`config.mk`:
```
export PLATFORM = sky130hd
export DESIGN_NAME = bootloader_command_frame_parser_flat
export DESIGN_NICKNAME = d
export VERILOG_FILES = /design/src/design/bcfp_pkg.sv /design/src/design/bcfp_if.sv /design/src/design/bootloader_command_frame_parser.sv /design/src/flat_wrapper.sv
export SDC_FILE = /design/constraint.sdc
export NUM_CORES = 2
export LEC_CHECK = 0
export BUFFER_PORTS_ARGS = -buffer_cell sky130_fd_sc_hd__buf_2
export CAP_MARGIN = 0
export CORE_ASPECT_RATIO = 1.1
export CORE_UTILIZATION = 57
export DETAILED_ROUTE_END_ITERATION = 10
export PLACE_DENSITY_LB_ADDON = 0.3
export SLEW_MARGIN = 20
export SYNTH_ARGS = -nofsm -noshare
export SYNTH_HDL_FRONTEND = slang
export SYNTH_SLANG_ARGS = --single-unit
```
`constraint.sdc`:
```
create_clock -name clk -period 3.4 [get_ports clk]
set_clock_uncertainty 0.15 [all_clocks]
set_input_delay 1.02 -clock clk [delete_from_list [all_inputs] [get_ports clk]]
set_output_delay 1.02 -clock clk [all_outputs]
set_load 0.01 [all_outputs]
```
`src/design/bcfp_pkg.sv`:
```
// ----------------------------------------------------------------------------
// bcfp_pkg
// Types and constants shared by the bootloader command frame parser files.
// ----------------------------------------------------------------------------
`default_nettype none

package bcfp_pkg;

    typedef logic [1:0] action_t;
    typedef logic [2:0] kind_t;

    // Request actions
    localparam action_t ACT_RX_BYTE = 2'd0;
    localparam action_t ACT_DONE    = 2'd1;
    localparam action_t ACT_READ    = 2'd2;

    // Result kinds
    localparam kind_t KIND_TX     = 3'd0;
    localparam kind_t KIND_ERASE  = 3'd1;
    localparam kind_t KIND_WRITE  = 3'd2;
    localparam kind_t KIND_BOOT   = 3'd3;
    localparam kind_t KIND_STAGED = 3'd4;

    // Configuration register indexes
    localparam logic CFG_FLASH_START = 1'b0;
    localparam logic CFG_DEVICE_ID   = 1'b1;

    localparam logic [7:0] DEVICE_ID_RESET = 8'd14;

    // Framing and command bytes
    localparam logic [7:0] SYNC_FIRST  = 8'h75;
    localparam logic [7:0] SYNC_SECOND = 8'h55;
    localparam logic [7:0] CMD_ERASE   = 8'h30;  // '0'
    localparam logic [7:0] CMD_WRITE   = 8'h31;  // '1'
    localparam logic [7:0] CMD_VERSION = 8'h56;  // 'V'
    localparam logic [7:0] CMD_IDENT   = 8'h49;  // 'I'
    localparam logic [7:0] CMD_DEVICE  = 8'h44;  // 'D'
    localparam logic [7:0] CMD_BOOT    = 8'h52;  // 'R'
    localparam logic [7:0] MEM_FLASH   = 8'h46;  // 'F'

    // Answer bytes
    localparam logic [7:0] CH_ZERO  = 8'h30;  // '0'
    localparam logic [7:0] CH_ONE   = 8'h31;  // '1'
    localparam logic [7:0] CH_OK    = 8'h21;  // '!'
    localparam logic [7:0] CH_FAIL  = 8'h2D;  // '-'
    localparam logic [7:0] CH_UNKN  = 8'h3F;  // '?'

    // Signature bytes
    localparam logic [7:0] SIG_0 = 8'h20;
    localparam logic [7:0] SIG_1 = 8'h01;
    localparam logic [7:0] SIG_2 = 8'h05;

endpackage

`default_nettype wire

```
`src/design/bcfp_if.sv`:
```
// ----------------------------------------------------------------------------
// bcfp_cmd_if / bcfp_rsp_if
// Valid/ready channels carrying parser requests and parser results.
// ----------------------------------------------------------------------------
`default_nettype none

interface bcfp_cmd_if;
    logic               valid;
    logic               ready;
    bcfp_pkg::action_t  action;
    logic [7:0]         rx_byte;
    logic               flash_ok;
    logic [7:0]         read_index;

    modport source (output valid, action, rx_byte, flash_ok, read_index, input ready);
    modport sink   (input valid, action, rx_byte, flash_ok, read_index, output ready);
endinterface

interface bcfp_rsp_if;
    logic               valid;
    logic               ready;
    bcfp_pkg::kind_t    kind;
    logic [7:0]         byte_value;
    logic [23:0]        write_address;
    logic [8:0]         write_length;
    logic               last;

    modport source (output valid, kind, byte_value, write_address, write_length, last,
                    input ready);
    modport sink   (input valid, kind, byte_value, write_address, write_length, last,
                    output ready);
endinterface

`default_nettype wire

```
`src/design/bootloader_command_frame_parser.sv`:
```
// ----------------------------------------------------------------------------
// bootloader_command_frame_parser
// Serial bootloader command parser with a staging buffer for write frames.
// ----------------------------------------------------------------------------
// One request per clock is taken on cmd while cmd.ready is high: a received
// byte, a flash completion or a staging buffer read. Requests that answer with
// one result (or none) stream at one per cycle while rsp is not stalled; a 'V'
// or 'I' command holds cmd while its two or three answer bytes are handed to
// rsp one per cycle unless rsp stalls; the answer's burst length sets the rate there.
// Results pass through the answer stage and then the rsp register, and wait
// there while rsp is stalled. Data bytes of a write frame go to a single-port
// synchronous staging RAM of BUFFER_BYTES entries; a staged read gets its data
// from that RAM's registered read port. The RAM is not cleared: reading an
// entry that no frame has written returns whatever it holds.
// ----------------------------------------------------------------------------
`default_nettype none

module bootloader_command_frame_parser #(
    parameter int BUFFER_BYTES = 256
) (
    input  wire logic        clk,
    input  wire logic        rst_n,
    input  wire logic        cfg_we,
    input  wire logic        cfg_index,
    input  wire logic [23:0] cfg_data,
    bcfp_cmd_if.sink         cmd,
    bcfp_rsp_if.source       rsp
);

    localparam int AW = (BUFFER_BYTES > 1) ? $clog2(BUFFER_BYTES) : 1;
    localparam logic [16:0] BUF_LIMIT = 17'(BUFFER_BYTES);

    typedef enum logic [3:0] {
        PH_SYNC1, PH_SYNC2, PH_CMD, PH_ADDR_H, PH_ADDR_M, PH_ADDR_L,
        PH_LEN_H, PH_LEN_L, PH_MEMTYPE, PH_DATA, PH_CK_LO, PH_CK_HI,
        PH_WAIT_ERASE, PH_WAIT_WRITE
    } phase_t;

    // Answer descriptor held in the answer stage
    typedef enum logic [2:0] {
        RSP_ERASE, RSP_VERSION, RSP_IDENT, RSP_BYTE, RSP_BOOT, RSP_WRITE, RSP_STAGED
    } rsp_t;

    // ------------------------------------------------------------------
    // Configuration registers
    // ------------------------------------------------------------------
    logic [23:0] flash_start_reg;
    logic [7:0]  device_id_reg;

    always_ff @(posedge clk or negedge rst_n)
    begin
        if (!rst_n)
        begin
            flash_start_reg <= '0;
            device_id_reg   <= bcfp_pkg::DEVICE_ID_RESET;
        end
        else if (cfg_we)
        begin
            unique case (cfg_index)
                bcfp_pkg::CFG_FLASH_START: flash_start_reg <= cfg_data;
                bcfp_pkg::CFG_DEVICE_ID:   device_id_reg   <= cfg_data[7:0];
            endcase
        end
    end

    // ------------------------------------------------------------------
    // Frame state
    // ------------------------------------------------------------------
    phase_t      phase_reg,   phase_next;
    logic [23:0] addr_reg,    addr_next;
    logic [15:0] len_reg,     len_next;
    logic [7:0]  memtype_reg, memtype_next;
    logic [15:0] count_reg,   count_next;
    logic [24:0] sum_reg,     sum_next;
    logic [7:0]  cklo_reg,    cklo_next;

    // Answer stage
    logic        s1_valid_reg;
    rsp_t        s1_rsp_reg;
    logic [1:0]  s1_cnt_reg;
    logic [7:0]  s1_byte_reg;
    logic [23:0] s1_addr_reg;
    logic [8:0]  s1_len_reg;
    logic        s1_hit_reg;
    logic [1:0]  s1_last_cnt;
    logic        s1_last;
    logic        s1_pop;

    // Output register
    logic        out_valid_reg;
    logic        out_load;
    bcfp_pkg::kind_t out_kind_reg;
    logic [7:0]  out_byte_reg;
    logic [23:0] out_addr_reg;
    logic [8:0]  out_len_reg;
    logic        out_last_reg;

    // Staging RAM
    logic [7:0]    mem [BUFFER_BYTES];
    logic          mem_we;
    logic          rd_en;
    logic          rd_hit;
    logic [AW-1:0] rd_addr;
    logic [7:0]    rd_data_reg;

    logic        accept;
    logic        emit;
    rsp_t        emit_rsp;
    logic [7:0]  emit_byte;
    logic [7:0]  b;
    logic [15:0] count_inc;
    logic [24:0] ck_rx;

    // Generated result for the answer stage
    bcfp_pkg::kind_t gen_kind;
    logic [7:0]  gen_byte;
    logic [23:0] gen_addr;
    logic [8:0]  gen_len;

    // ------------------------------------------------------------------
    // Handshake
    // ------------------------------------------------------------------
    assign out_load  = !out_valid_reg || rsp.ready;
    assign s1_last   = (s1_cnt_reg == s1_last_cnt);
    assign s1_pop    = s1_valid_reg && out_load && s1_last;
    assign cmd.ready = !s1_valid_reg || s1_pop;
    assign accept    = cmd.valid && cmd.ready;

    assign b         = cmd.rx_byte;
    assign count_inc = count_reg + 16'd1;
    assign ck_rx     = {9'd0, b, cklo_reg};
    assign rd_hit    = ({9'd0, cmd.read_index} < BUF_LIMIT);
    assign rd_addr   = AW'(cmd.read_index);

    // ------------------------------------------------------------------
    // Request decode and frame update
    // ------------------------------------------------------------------
    always_comb
    begin
        phase_next   = phase_reg;
        addr_next    = addr_reg;
        len_next     = len_reg;
        memtype_next = memtype_reg;
        count_next   = count_reg;
        sum_next     = sum_reg;
        cklo_next    = cklo_reg;
        emit         = 1'b0;
        emit_rsp     = RSP_BYTE;
        emit_byte    = '0;
        mem_we       = 1'b0;
        rd_en        = 1'b0;

        if (accept)
        begin
            unique case (cmd.action)
                bcfp_pkg::ACT_RX_BYTE:
                begin
                    unique case (phase_reg) inside
                        PH_SYNC1:
                        begin
                            if (b == bcfp_pkg::SYNC_FIRST)
                                phase_next = PH_SYNC2;
                        end
                        PH_SYNC2:
                        begin
                            phase_next = (b == bcfp_pkg::SYNC_SECOND) ? PH_CMD : PH_SYNC1;
                        end
                        PH_CMD:
                        begin
                            phase_next = PH_SYNC1;
                            emit       = 1'b1;
                            unique case (b)
                                bcfp_pkg::CMD_ERASE:
                                begin
                                    emit_rsp   = RSP_ERASE;
                                    phase_next = PH_WAIT_ERASE;
                                end
                                bcfp_pkg::CMD_WRITE:
                                begin
                                    emit       = 1'b0;
                                    sum_next   = '0;
                                    addr_next  = '0;
                                    len_next   = '0;
                                    count_next = '0;
                                    phase_next = PH_ADDR_H;
                                end
                                bcfp_pkg::CMD_VERSION: emit_rsp = RSP_VERSION;
                                bcfp_pkg::CMD_IDENT:   emit_rsp = RSP_IDENT;
                                bcfp_pkg::CMD_DEVICE:  emit_byte = device_id_reg;
                                bcfp_pkg::CMD_BOOT:    emit_rsp = RSP_BOOT;
                                default:               emit_byte = bcfp_pkg::CH_UNKN;
                            endcase
                        end
                        PH_ADDR_H, PH_ADDR_M, PH_ADDR_L:
                        begin
                            addr_next  = {addr_reg[15:0], b};
                            sum_next   = sum_reg + {17'd0, b};
                            phase_next = phase_t'(phase_reg + 4'd1);
                        end
                        PH_LEN_H, PH_LEN_L:
                        begin
                            len_next   = {len_reg[7:0], b};
                            sum_next   = sum_reg + {17'd0, b};
                            phase_next = phase_t'(phase_reg + 4'd1);
                        end
                        PH_MEMTYPE:
                        begin
                            memtype_next = b;
                            sum_next     = sum_reg + {17'd0, b};
                            count_next   = '0;
                            phase_next   = (len_reg == 16'd0) ? PH_CK_LO : PH_DATA;
                        end
                        PH_DATA:
                        begin
                            // bytes past the buffer are summed but not stored
                            mem_we     = ({1'b0, count_reg} < BUF_LIMIT);
                            sum_next   = sum_reg + {17'd0, b};
                            count_next = count_inc;
                            if (count_inc == len_reg)
                                phase_next = PH_CK_LO;
                        end
                        PH_CK_LO:
                        begin
                            cklo_next  = b;
                            phase_next = PH_CK_HI;
                        end
                        PH_CK_HI:
                        begin
                            phase_next = PH_SYNC1;
                            emit       = 1'b1;
                            if (ck_rx != sum_reg || {1'b0, len_reg} > BUF_LIMIT)
                                emit_byte = bcfp_pkg::CH_FAIL;
                            else if (memtype_reg == bcfp_pkg::MEM_FLASH)
                            begin
                                if (addr_reg < flash_start_reg)
                                    emit_byte = bcfp_pkg::CH_OK;
                                else
                                begin
                                    emit_rsp   = RSP_WRITE;
                                    phase_next = PH_WAIT_WRITE;
                                end
                            end
                            else
                                emit_byte = cklo_reg;  // non-flash memtype: echo
                        end
                        default:
                        begin
                            // waiting for a flash completion: byte dropped
                        end
                    endcase
                end
                bcfp_pkg::ACT_DONE:
                begin
                    if (phase_reg == PH_WAIT_ERASE)
                    begin
                        emit       = 1'b1;
                        emit_byte  = bcfp_pkg::CH_OK;
                        phase_next = PH_SYNC1;
                    end
                    else if (phase_reg == PH_WAIT_WRITE)
                    begin
                        emit       = 1'b1;
                        emit_byte  = cmd.flash_ok ? bcfp_pkg::CH_OK : bcfp_pkg::CH_FAIL;
                        phase_next = PH_SYNC1;
                    end
                end
                bcfp_pkg::ACT_READ:
                begin
                    emit     = 1'b1;
                    emit_rsp = RSP_STAGED;
                    rd_en    = rd_hit;
                end
                default:
                begin
                end
            endcase
        end
    end

    always_ff @(posedge clk or negedge rst_n)
    begin
        if (!rst_n)
        begin
            phase_reg   <= PH_SYNC1;
            addr_reg    <= '0;
            len_reg     <= '0;
            memtype_reg <= '0;
            count_reg   <= '0;
            sum_reg     <= '0;
            cklo_reg    <= '0;
        end
        else
        begin
            phase_reg   <= phase_next;
            addr_reg    <= addr_next;
            len_reg     <= len_next;
            memtype_reg <= memtype_next;
            count_reg   <= count_next;
            sum_reg     <= sum_next;
            cklo_reg    <= cklo_next;
        end
    end

    // ------------------------------------------------------------------
    // Staging RAM: one write or one read per cycle, registered read.
    // A write and a read never come from the same request, and a read in the
    // cycle after a write sees the written byte, so no bypass is needed.
    // ------------------------------------------------------------------
    always_ff @(posedge clk)
    begin
        if (mem_we)
            mem[count_reg[AW-1:0]] <= b;
        if (rd_en)
            rd_data_reg <= mem[rd_addr];
    end

    // ------------------------------------------------------------------
    // Answer stage: expands a descriptor into one to three results
    // ------------------------------------------------------------------
    always_comb
    begin
        unique case (s1_rsp_reg)
            RSP_VERSION: s1_last_cnt = 2'd1;
            RSP_IDENT:   s1_last_cnt = 2'd2;
            default:     s1_last_cnt = 2'd0;
        endcase
    end

    always_comb
    begin
        gen_kind = bcfp_pkg::KIND_TX;
        gen_byte = '0;
        gen_addr = '0;
        gen_len  = '0;
        unique case (s1_rsp_reg)
            RSP_ERASE:   gen_kind = bcfp_pkg::KIND_ERASE;
            RSP_VERSION: gen_byte = (s1_cnt_reg == 2'd0) ? bcfp_pkg::CH_ZERO : bcfp_pkg::CH_ONE;
            RSP_IDENT:
            begin
                if (s1_cnt_reg == 2'd0)
                    gen_byte = bcfp_pkg::SIG_0;
                else if (s1_cnt_reg == 2'd1)
                    gen_byte = bcfp_pkg::SIG_1;
                else
                    gen_byte = bcfp_pkg::SIG_2;
            end
            RSP_BYTE:    gen_byte = s1_byte_reg;
            RSP_BOOT:    gen_kind = bcfp_pkg::KIND_BOOT;
            RSP_WRITE:
            begin
                gen_kind = bcfp_pkg::KIND_WRITE;
                gen_addr = s1_addr_reg;
                gen_len  = s1_len_reg;
            end
            RSP_STAGED:
            begin
                gen_kind = bcfp_pkg::KIND_STAGED;
                gen_byte = s1_hit_reg ? rd_data_reg : 8'd0;
            end
            default:
            begin
            end
        endcase
    end

    always_ff @(posedge clk or negedge rst_n)
    begin
        if (!rst_n)
        begin
            s1_valid_reg  <= 1'b0;
            s1_cnt_reg    <= '0;
            out_valid_reg <= 1'b0;
        end
        else
        begin
            if (accept)
            begin
                s1_valid_reg <= emit;
                s1_cnt_reg   <= '0;
            end
            else if (s1_pop)
                s1_valid_reg <= 1'b0;
            else if (s1_valid_reg && out_load)
                s1_cnt_reg <= s1_cnt_reg + 2'd1;

            if (out_load)
                out_valid_reg <= s1_valid_reg;
        end
    end

    // Payload registers, no reset
    always_ff @(posedge clk)
    begin
        if (accept)
        begin
            s1_rsp_reg  <= emit_rsp;
            s1_byte_reg <= emit_byte;
            s1_addr_reg <= addr_reg;
            s1_len_reg  <= len_reg[8:0];
            s1_hit_reg  <= rd_hit;
        end
        if (out_load && s1_valid_reg)
        begin
            out_kind_reg <= gen_kind;
            out_byte_reg <= gen_byte;
            out_addr_reg <= gen_addr;
            out_len_reg  <= gen_len;
            out_last_reg <= s1_last;
        end
    end

    assign rsp.valid         = out_valid_reg;
    assign rsp.kind          = out_kind_reg;
    assign rsp.byte_value    = out_byte_reg;
    assign rsp.write_address = out_addr_reg;
    assign rsp.write_length  = out_len_reg;
    assign rsp.last          = out_last_reg;

endmodule

`default_nettype wire

```
`src/flat_wrapper.sv`:
```
// flat-port wrapper written by rule: the top's interface ports become plain ports
module bootloader_command_frame_parser_flat 
#(
    parameter int BUFFER_BYTES = 256
)
  (clk, rst_n, cfg_we, cfg_index, cfg_data, cmd_valid, cmd_action, cmd_rx_byte, cmd_flash_ok, cmd_read_index, cmd_ready, rsp_valid, rsp_kind, rsp_byte_value, rsp_write_address, rsp_write_length, rsp_last, rsp_ready);
  bcfp_cmd_if cmd_i ();
  bcfp_rsp_if rsp_i ();
  input  wire logic clk;
  input  wire logic rst_n;
  input  wire logic cfg_we;
  input  wire logic cfg_index;
  input  wire logic [23:0] cfg_data;
  input wire logic [$bits(cmd_i.valid)-1:0] cmd_valid;
  input wire logic [$bits(cmd_i.action)-1:0] cmd_action;
  input wire logic [$bits(cmd_i.rx_byte)-1:0] cmd_rx_byte;
  input wire logic [$bits(cmd_i.flash_ok)-1:0] cmd_flash_ok;
  input wire logic [$bits(cmd_i.read_index)-1:0] cmd_read_index;
  output wire logic [$bits(cmd_i.ready)-1:0] cmd_ready;
  output wire logic [$bits(rsp_i.valid)-1:0] rsp_valid;
  output wire logic [$bits(rsp_i.kind)-1:0] rsp_kind;
  output wire logic [$bits(rsp_i.byte_value)-1:0] rsp_byte_value;
  output wire logic [$bits(rsp_i.write_address)-1:0] rsp_write_address;
  output wire logic [$bits(rsp_i.write_length)-1:0] rsp_write_length;
  output wire logic [$bits(rsp_i.last)-1:0] rsp_last;
  input wire logic [$bits(rsp_i.ready)-1:0] rsp_ready;
  assign cmd_i.valid = cmd_valid;
  assign cmd_i.action = cmd_action;
  assign cmd_i.rx_byte = cmd_rx_byte;
  assign cmd_i.flash_ok = cmd_flash_ok;
  assign cmd_i.read_index = cmd_read_index;
  assign cmd_ready = cmd_i.ready;
  assign rsp_valid = rsp_i.valid;
  assign rsp_kind = rsp_i.kind;
  assign rsp_byte_value = rsp_i.byte_value;
  assign rsp_write_address = rsp_i.write_address;
  assign rsp_write_length = rsp_i.write_length;
  assign rsp_last = rsp_i.last;
  assign rsp_i.ready = rsp_ready;
  bootloader_command_frame_parser #(.BUFFER_BYTES(BUFFER_BYTES)) u_core (.clk(clk), .rst_n(rst_n), .cfg_we(cfg_we), .cfg_index(cfg_index), .cfg_data(cfg_data), .cmd(cmd_i), .rsp(rsp_i));
endmodule
```
# Word level (Yosys, flattened, before mapping)
# Memories as Yosys holds them, arrays and structs flattened. A register that Yosys moved wholly into a read port is not among the register bits.
# Cells that the tools add are included.
dict set report classes {
  add_sub_neg 4
  mul 0
  n_div 0
  n_lt_le_gt_ge 3
  eq_ne 40
  shifts 0
  mux 57
  bitwise_logic 1
  n_reduce_logical 35
}
# op n
set op_table {}
lappend op_table {{== test 8 x 7 -> 1 bit, second input constant} 7}
lappend op_table {{one-hot mux 25 bit (2 select lines)} 1}
lappend op_table {{one-hot mux 16 bit (3 select lines)} 1}
lappend op_table {{one-hot mux 24 bit (2 select lines)} 1}
lappend op_table {{one-hot mux 8 bit (2 select lines)} 3}
lappend op_table {{2-to-1 mux 8 bit} 5}
lappend op_table {{2-to-1 mux 4 bit} 8}
lappend op_table {{one-hot mux 16 bit (2 select lines)} 1}
lappend op_table {{one-hot mux 4 bit (8 select lines)} 1}
lappend op_table {{one-hot mux 8 bit (4 select lines)} 1}
lappend op_table {{adder 25 x 8 -> 25 bit} 1}
lappend op_table {{2-to-1 mux 25 bit} 1}
lappend op_table {{!= test 16 x 25 -> 1 bit} 1}
lappend op_table {{== test 4 bit, second input constant} 6}
lappend op_table {{less-than comparator 24 bit} 1}
lappend op_table {{2-to-1 mux 24 bit} 1}
lappend op_table {{one-hot mux 3 bit (4 select lines)} 2}
lappend op_table {{adder 16 x 1 -> 16 bit, second input constant} 1}
lappend op_table {{== test 16 bit} 1}
lappend op_table {{== test 4 x 3 -> 1 bit, second input constant} 4}
lappend op_table {{== test 8 x 6 -> 1 bit, second input constant} 2}
lappend op_table {{greater-than comparator 16 x 9 -> 1 bit, second input constant} 1}
lappend op_table {{logical NOT 16 bit} 1}
lappend op_table {{less-than comparator 16 x 9 -> 1 bit, second input constant} 1}
lappend op_table {{41 further kinds} 87}
dict set report word_totals {
  reg_bits 226
  latch_bits 0
  ram_bits 2048
  mem_bits_ro 0
  input_bits 49
  out_inout_bits 47
  wordCells 162
  n_memories 1
}
# memory words width read_ports rd_ports_with_merged_regs write_ports line_no
set mem_list {}
lappend mem_list {u_core.mem 256 8 1 1 1 bootloader_command_frame_parser.sv:99} ;# logic [7:0] mem [BUFFER_BYTES];

# Longest topological paths before layout
dict set report logic_depth {
  word_depth 9
  ltp_mapped 11
  mapped_depth_nobuf 9
}

# Worst setup path after synthesis
# OpenSTA, ideal clock, no wires.
dict set report synth_timing {
  path_kind {input port to flip-flop}
  start {input port rsp_ready}
  end {memory u_core.mem[197][0], enable pin}
  setup_time_ns 0.370
  arrival_ns 3.155
  required_ns 2.880
  setup_slack_ns -0.275
  cell_stages 8
  n_path_buf 1
  cell_sequence {nand2b_1 > o2111ai_1 > nand3_4 > nand2_1 > nor3_1 > nand2_1 > clkbuf_1 > nor2_1}
}
dict set report synth_between {
  elab_chain_len 8
}
# item line_no
set synth_rtl {}
lappend synth_rtl {{from (decl)} flat_wrapper.sv:26} ;# input wire logic [$bits(rsp_i.ready)-1:0] rsp_ready;
lappend synth_rtl {{logical OR 1 bit} bootloader_command_frame_parser.sv:123} ;# assign out_load = !out_valid_reg || rsp.ready;
lappend synth_rtl {{logical AND 1 bit (2 in series)} bootloader_command_frame_parser.sv:125} ;# assign s1_pop = s1_valid_reg && out_load && s1_last;
lappend synth_rtl {{logical OR 1 bit} bootloader_command_frame_parser.sv:126} ;# assign cmd.ready = !s1_valid_reg || s1_pop;
lappend synth_rtl {{logical AND 1 bit} bootloader_command_frame_parser.sv:127} ;# assign accept = cmd.valid && cmd.ready;
lappend synth_rtl {{named net u_core.accept} bootloader_command_frame_parser.sv:106} ;# logic accept;
lappend synth_rtl {{2-to-1 mux 1 bit} bootloader_command_frame_parser.sv:153} ;# if (accept)
lappend synth_rtl {{2-to-1 mux 1 bit} bootloader_command_frame_parser.sv:311} ;# if (mem_we)
lappend synth_rtl {{2-to-1 mux 1 bit (not written as such)} bootloader_command_frame_parser.sv:312} ;# mem[count_reg[AW-1:0]] <= b;
lappend synth_rtl {{to (decl)} bootloader_command_frame_parser.sv:99}
# The timed path passes the listed nets, and every way through them passes these cells.

# Worst setup path after layout
dict set report layout_timing {
  start {register u_core.s1_rsp_reg[0]}
  end {output port cmd_ready}
}
dict set report layout_between {
  elab_chain_len 5
  word_cells_on_any_way 6
  cone_classes {eq/ne (3); mux (1); reduce/logical (2)}
}
# item line_no
set layout_rtl {}
lappend layout_rtl {{from (decl)} bootloader_command_frame_parser.sv:79} ;# rsp_t s1_rsp_reg;
lappend layout_rtl {{from (signal assigned)} bootloader_command_frame_parser.sv:396} ;# s1_rsp_reg <= emit_rsp;
lappend layout_rtl {{== test 3 x 2 -> 1 bit or == test 3 x 1 -> 1 bit (tied branches)} bootloader_command_frame_parser.sv:322} ;# unique case (s1_rsp_reg)
lappend layout_rtl {{one-hot mux 2 bit (2 select lines) *} bootloader_command_frame_parser.sv:322}
lappend layout_rtl {{== test 2 bit *} bootloader_command_frame_parser.sv:124} ;# assign s1_last = (s1_cnt_reg == s1_last_cnt);
lappend layout_rtl {{named net u_core.s1_last} bootloader_command_frame_parser.sv:86} ;# logic s1_last;
lappend layout_rtl {{logical AND 1 bit *} bootloader_command_frame_parser.sv:125}
lappend layout_rtl {{logical OR 1 bit *} bootloader_command_frame_parser.sv:126}
lappend layout_rtl {{to (decl)} flat_wrapper.sv:19} ;# output wire logic [$bits(cmd_i.ready)-1:0] cmd_ready;
# Mark *: on every way through the listed nets, which the timed path passes. The rest lies on a longest branch.

==> impl_metrics.py <==
metrics = {
    "outcome": {
        "status": "finished, final reports clean",
    },
    "clock_network": {
        "cts_tree": "yes",
        "clk_latency_ns": 0.87,
        "clkTransAtPathRegs_ns": 0.07,
        "cts_num_sinks": 2282,
        "root_buffer": "clkbuf_16",
        "clockBufferDepth": 3,
        "cts_max_level": 4,
        "numCtsBuffers": 211,
    },
    "route": {
        "drt-total-wl_mm": 225.7,
        "drc": 0,
        "firstDrtPassIters": 6,
        "drt_iter0_markers": 5982,
        "ant_nets": 0,
        "routedWlPerCell_microns": 29.98,
        "routed-via-count": 48280,
        "viasPerCell": 6.412,
    },
    "hold_path": {
        "holdPathStages": 3,
        "hp-start": "cfg_data[9]",
        "min_path_type": "in -> reg",
        "hold_end": "u_core.flash_start_reg[9]$_DFFE_PN0P_",
    },
    "logic_synthesis": {
        "synth_nets": 4580,
        "synth-seq-area-share": 0.7486,
        "synth_edf_count": 2145,
        "synth_common_cells": "edfxtp_1, mux4_2, nor2_1, nand2_1, dfrtp_1",
        "ys_async_sr_fraction": 0.06004,
        "synthCells": 4489,
        "synth_cell_types": 72,
        "synth_top_cell_by_area": "edfxtp_1",
        "synth_seq_cells": 2282,
        "synth.avg_cell_area_sq_um": 20.19,
        "yosys.area.top_type_share": 0.7108,
        "syn_area_sq_mm": 0.09062,
        "synth_flop_cell": "edfxtp_1",
        "yosys-top-cells-area": "edfxtp_1, mux4_2, dfrtp_1",
        "synth_most_common_cell": "edfxtp_1",
        "yosysWarnings": 0,
    },
    "place": {
        "io_buffer_count": 95,
        "dp_hpwl_mm": 141.8,
        "place_congestion": 0.8960,
    },
    "power": {
        "power_uw": 58150,
        "power.density_mw_per_mm2": 546.8,
        "vdd_drop_max_uv": 509.9,
        "leakage_uw": 0.03597,
    },
    "timing": {
        "final_hold_viol_count": 0,
        "maxSlewViolCount": 0,
        "fin_crit_sh": 1.000,
        "tightest_slew_ns": 1.104,
        "min_period_ns": 3.400,
        "fmaxAchievable_mhz": 294.1,
        "rsz0062_at_grt": "yes",
        "setup_violations": 0,
        "max_slew_margin": 0.2622,
    },
    "flow_run": {
        "maxCapViolations": 0,
    },
    "floorplanning": {
        "core_area_sq_mm": 0.1579,
        "chipHeight_microns": 420.2,
        "die_w_microns": 382.2,
        "io_pins": 96,
        "rows": 153,
        "dieArea_sq_mm": 0.1606,
        "start_util": 0.5738,
    },
    "final_layout": {
        "final_core_util": 0.6734,
        "largest_reg_flops": 2048,
        "nets": 5356,
        "diodes": 0,
        "syn_to_final_growth_pct": 17.36,
        "drive_gt1_frac": 0.3349,
        "num-fill-cells": 9718,
    },
    "global_route": {
        "grt.total_usage": 0.2858,
        "grt-ovfl-total": 0,
        "grt_pass1_vias": 48840,
        "grt_pass1_wl_mm": 329.7,
        "grt_max_degree": 200,
        "antenna_found_initial": 9,
    },
    "critical_path": {
        "r2r_setup_slack_ns": 0.03,
        "end_kind": "output port",
        "r2r-start": "u_core.s1_rsp_reg[0]$_DFFE_PP_",
        "cp-start-kind": "flop",
        "cp.required_ns": 2.23,
        "critPathKind": "reg -> out",
        "crit_fanout": 5,
        "reg2reg_to": "u_core.rsp.last$_DFFE_PP_",
        "crit_arrival_ns": 2.23,
        "reg2regPathDepth": 20,
    },
}
-- cell families after synthesis --
family / count (synthesis) / share of synthesized area
xor gates and xnor gates: 50 / 0.004832
and+or+nand+nor: 791 / 0.04099
buffers and inverters: 313 / 0.01653
muxes: 704 / 0.1621
DFF: 2282 / 0.7486
AOI/OAI and AO/OA: 307 / 0.02106
adders and majority gates: 42 / 0.005882
-- metrics by stage --
| stage | hold slack [ns] | worst slack (ns) | cells | TNS (ns) | instance area (sq um) |
|---|---|---|---|---|---|
| finish | 0.2253 | 0.00009526 | 7530 | 0 | 106400 |
| global route | 0.2038 | -0.07351 | 7530 | -0.3790 | 106400 |
| CTS | 0.1713 | -0.006000 | 7526 | -0.006000 | 106300 |
| detailed placement | 0.3381 | -0.6532 | 7114 | -243.42 | 99140 |
| global placement | 0.3327 | -0.6478 | 7114 | -174.69 | 99140 |
| floorplan | 0.2731 | -0.2055 | 4489 | -57.41 | 90830 |
-- metal layers --
layer / track usage / wire length [microns] / vias up
met4: 0.1171 / 9581 / 14
met5: 0 / 90 / -
li1: - / - / 19940
met2: 0.4655 / 111500 / 2603
met1: 0.3857 / 84560 / 25290
met3: 0.05156 / 19940 / 439
-- worst max-delay path by stage --
stage / start / end
after floorplan: rsp_ready / u_core.mem[199][0]$_DFFE_PP_
after global placement: cmd_read_index[0] / u_core.rd_data_reg[3]$_DFFE_PP_
after detailed placement: cmd_read_index[0] / u_core.rd_data_reg[3]$_DFFE_PP_
after CTS: u_core.s1_rsp_reg[0]$_DFFE_PP_ / cmd_ready
after global routing: u_core.s1_rsp_reg[0]$_DFFE_PP_ / cmd_ready
final: u_core.s1_rsp_reg[0]$_DFFE_PP_ / cmd_ready
-- power by group --
group	switching (uW)	internal (uW)
clock	10300	13400
sequential	169	31000
combinational	1890	1430
total	12300	45800
-- critical path: stages, from the launching register on --
cell      delay, ns
edfxtp_1       0.48
and4bb_1       0.34
o21ai_2        0.08
and2_4         0.15
inv_2          0.06
nand2_2        0.05
nand2_2        0.10
buf_6          0.11
-- cell usage in the layout (no fill, tap or decap), types with 37 or more instances in the layout --
| cell type | instances |
|---|---|
| a21oi_1 | 37 |
| clkinv_1 | 51 |
| nand3_1 | 49 |
| buf_4 | 619 |
| edfxtp_1 | 2145 |
| o22ai_1 | 48 |
| ha_1 | 41 |
| nand2_1 | 194 |
| inv_1 | 60 |
| mux2i_1 | 69 |
| and3_1 | 42 |
| mux4_2 | 608 |
| buf_2 | 80 |
| clkbuf_16 | 214 |
| o21ai_0 | 120 |
| clkbuf_1 | 39 |
| nor2_1 | 279 |
| dfrtp_1 | 134 |
| buf_12 | 99 |
-- cell type report --
class	instances	area [sq um]	area share
Sequential cell	2282	67840	0.6379
Multi-Input combinational cell	1894	21470	0.2019
Timing Repair Buffer	815	7271	0.06836
Clock buffer	256	5532	0.05201
Tap cell	2092	2618	0.02461
Clock inverter	130	1389	0.01306
Inverter	61	229.0	0.002153
-- timing repair --
item | CTS | global route
endpoints found under the hold margin | 41 | 0
setup endpoints to repair | 1 | 707
cloned | 0 | 1
pin swaps | 4 | 4
resized for setup | 3 | 12
hold buffers | 1 | 0
buffers inserted | 25 | 4
(Power assumes the default switching activity.)
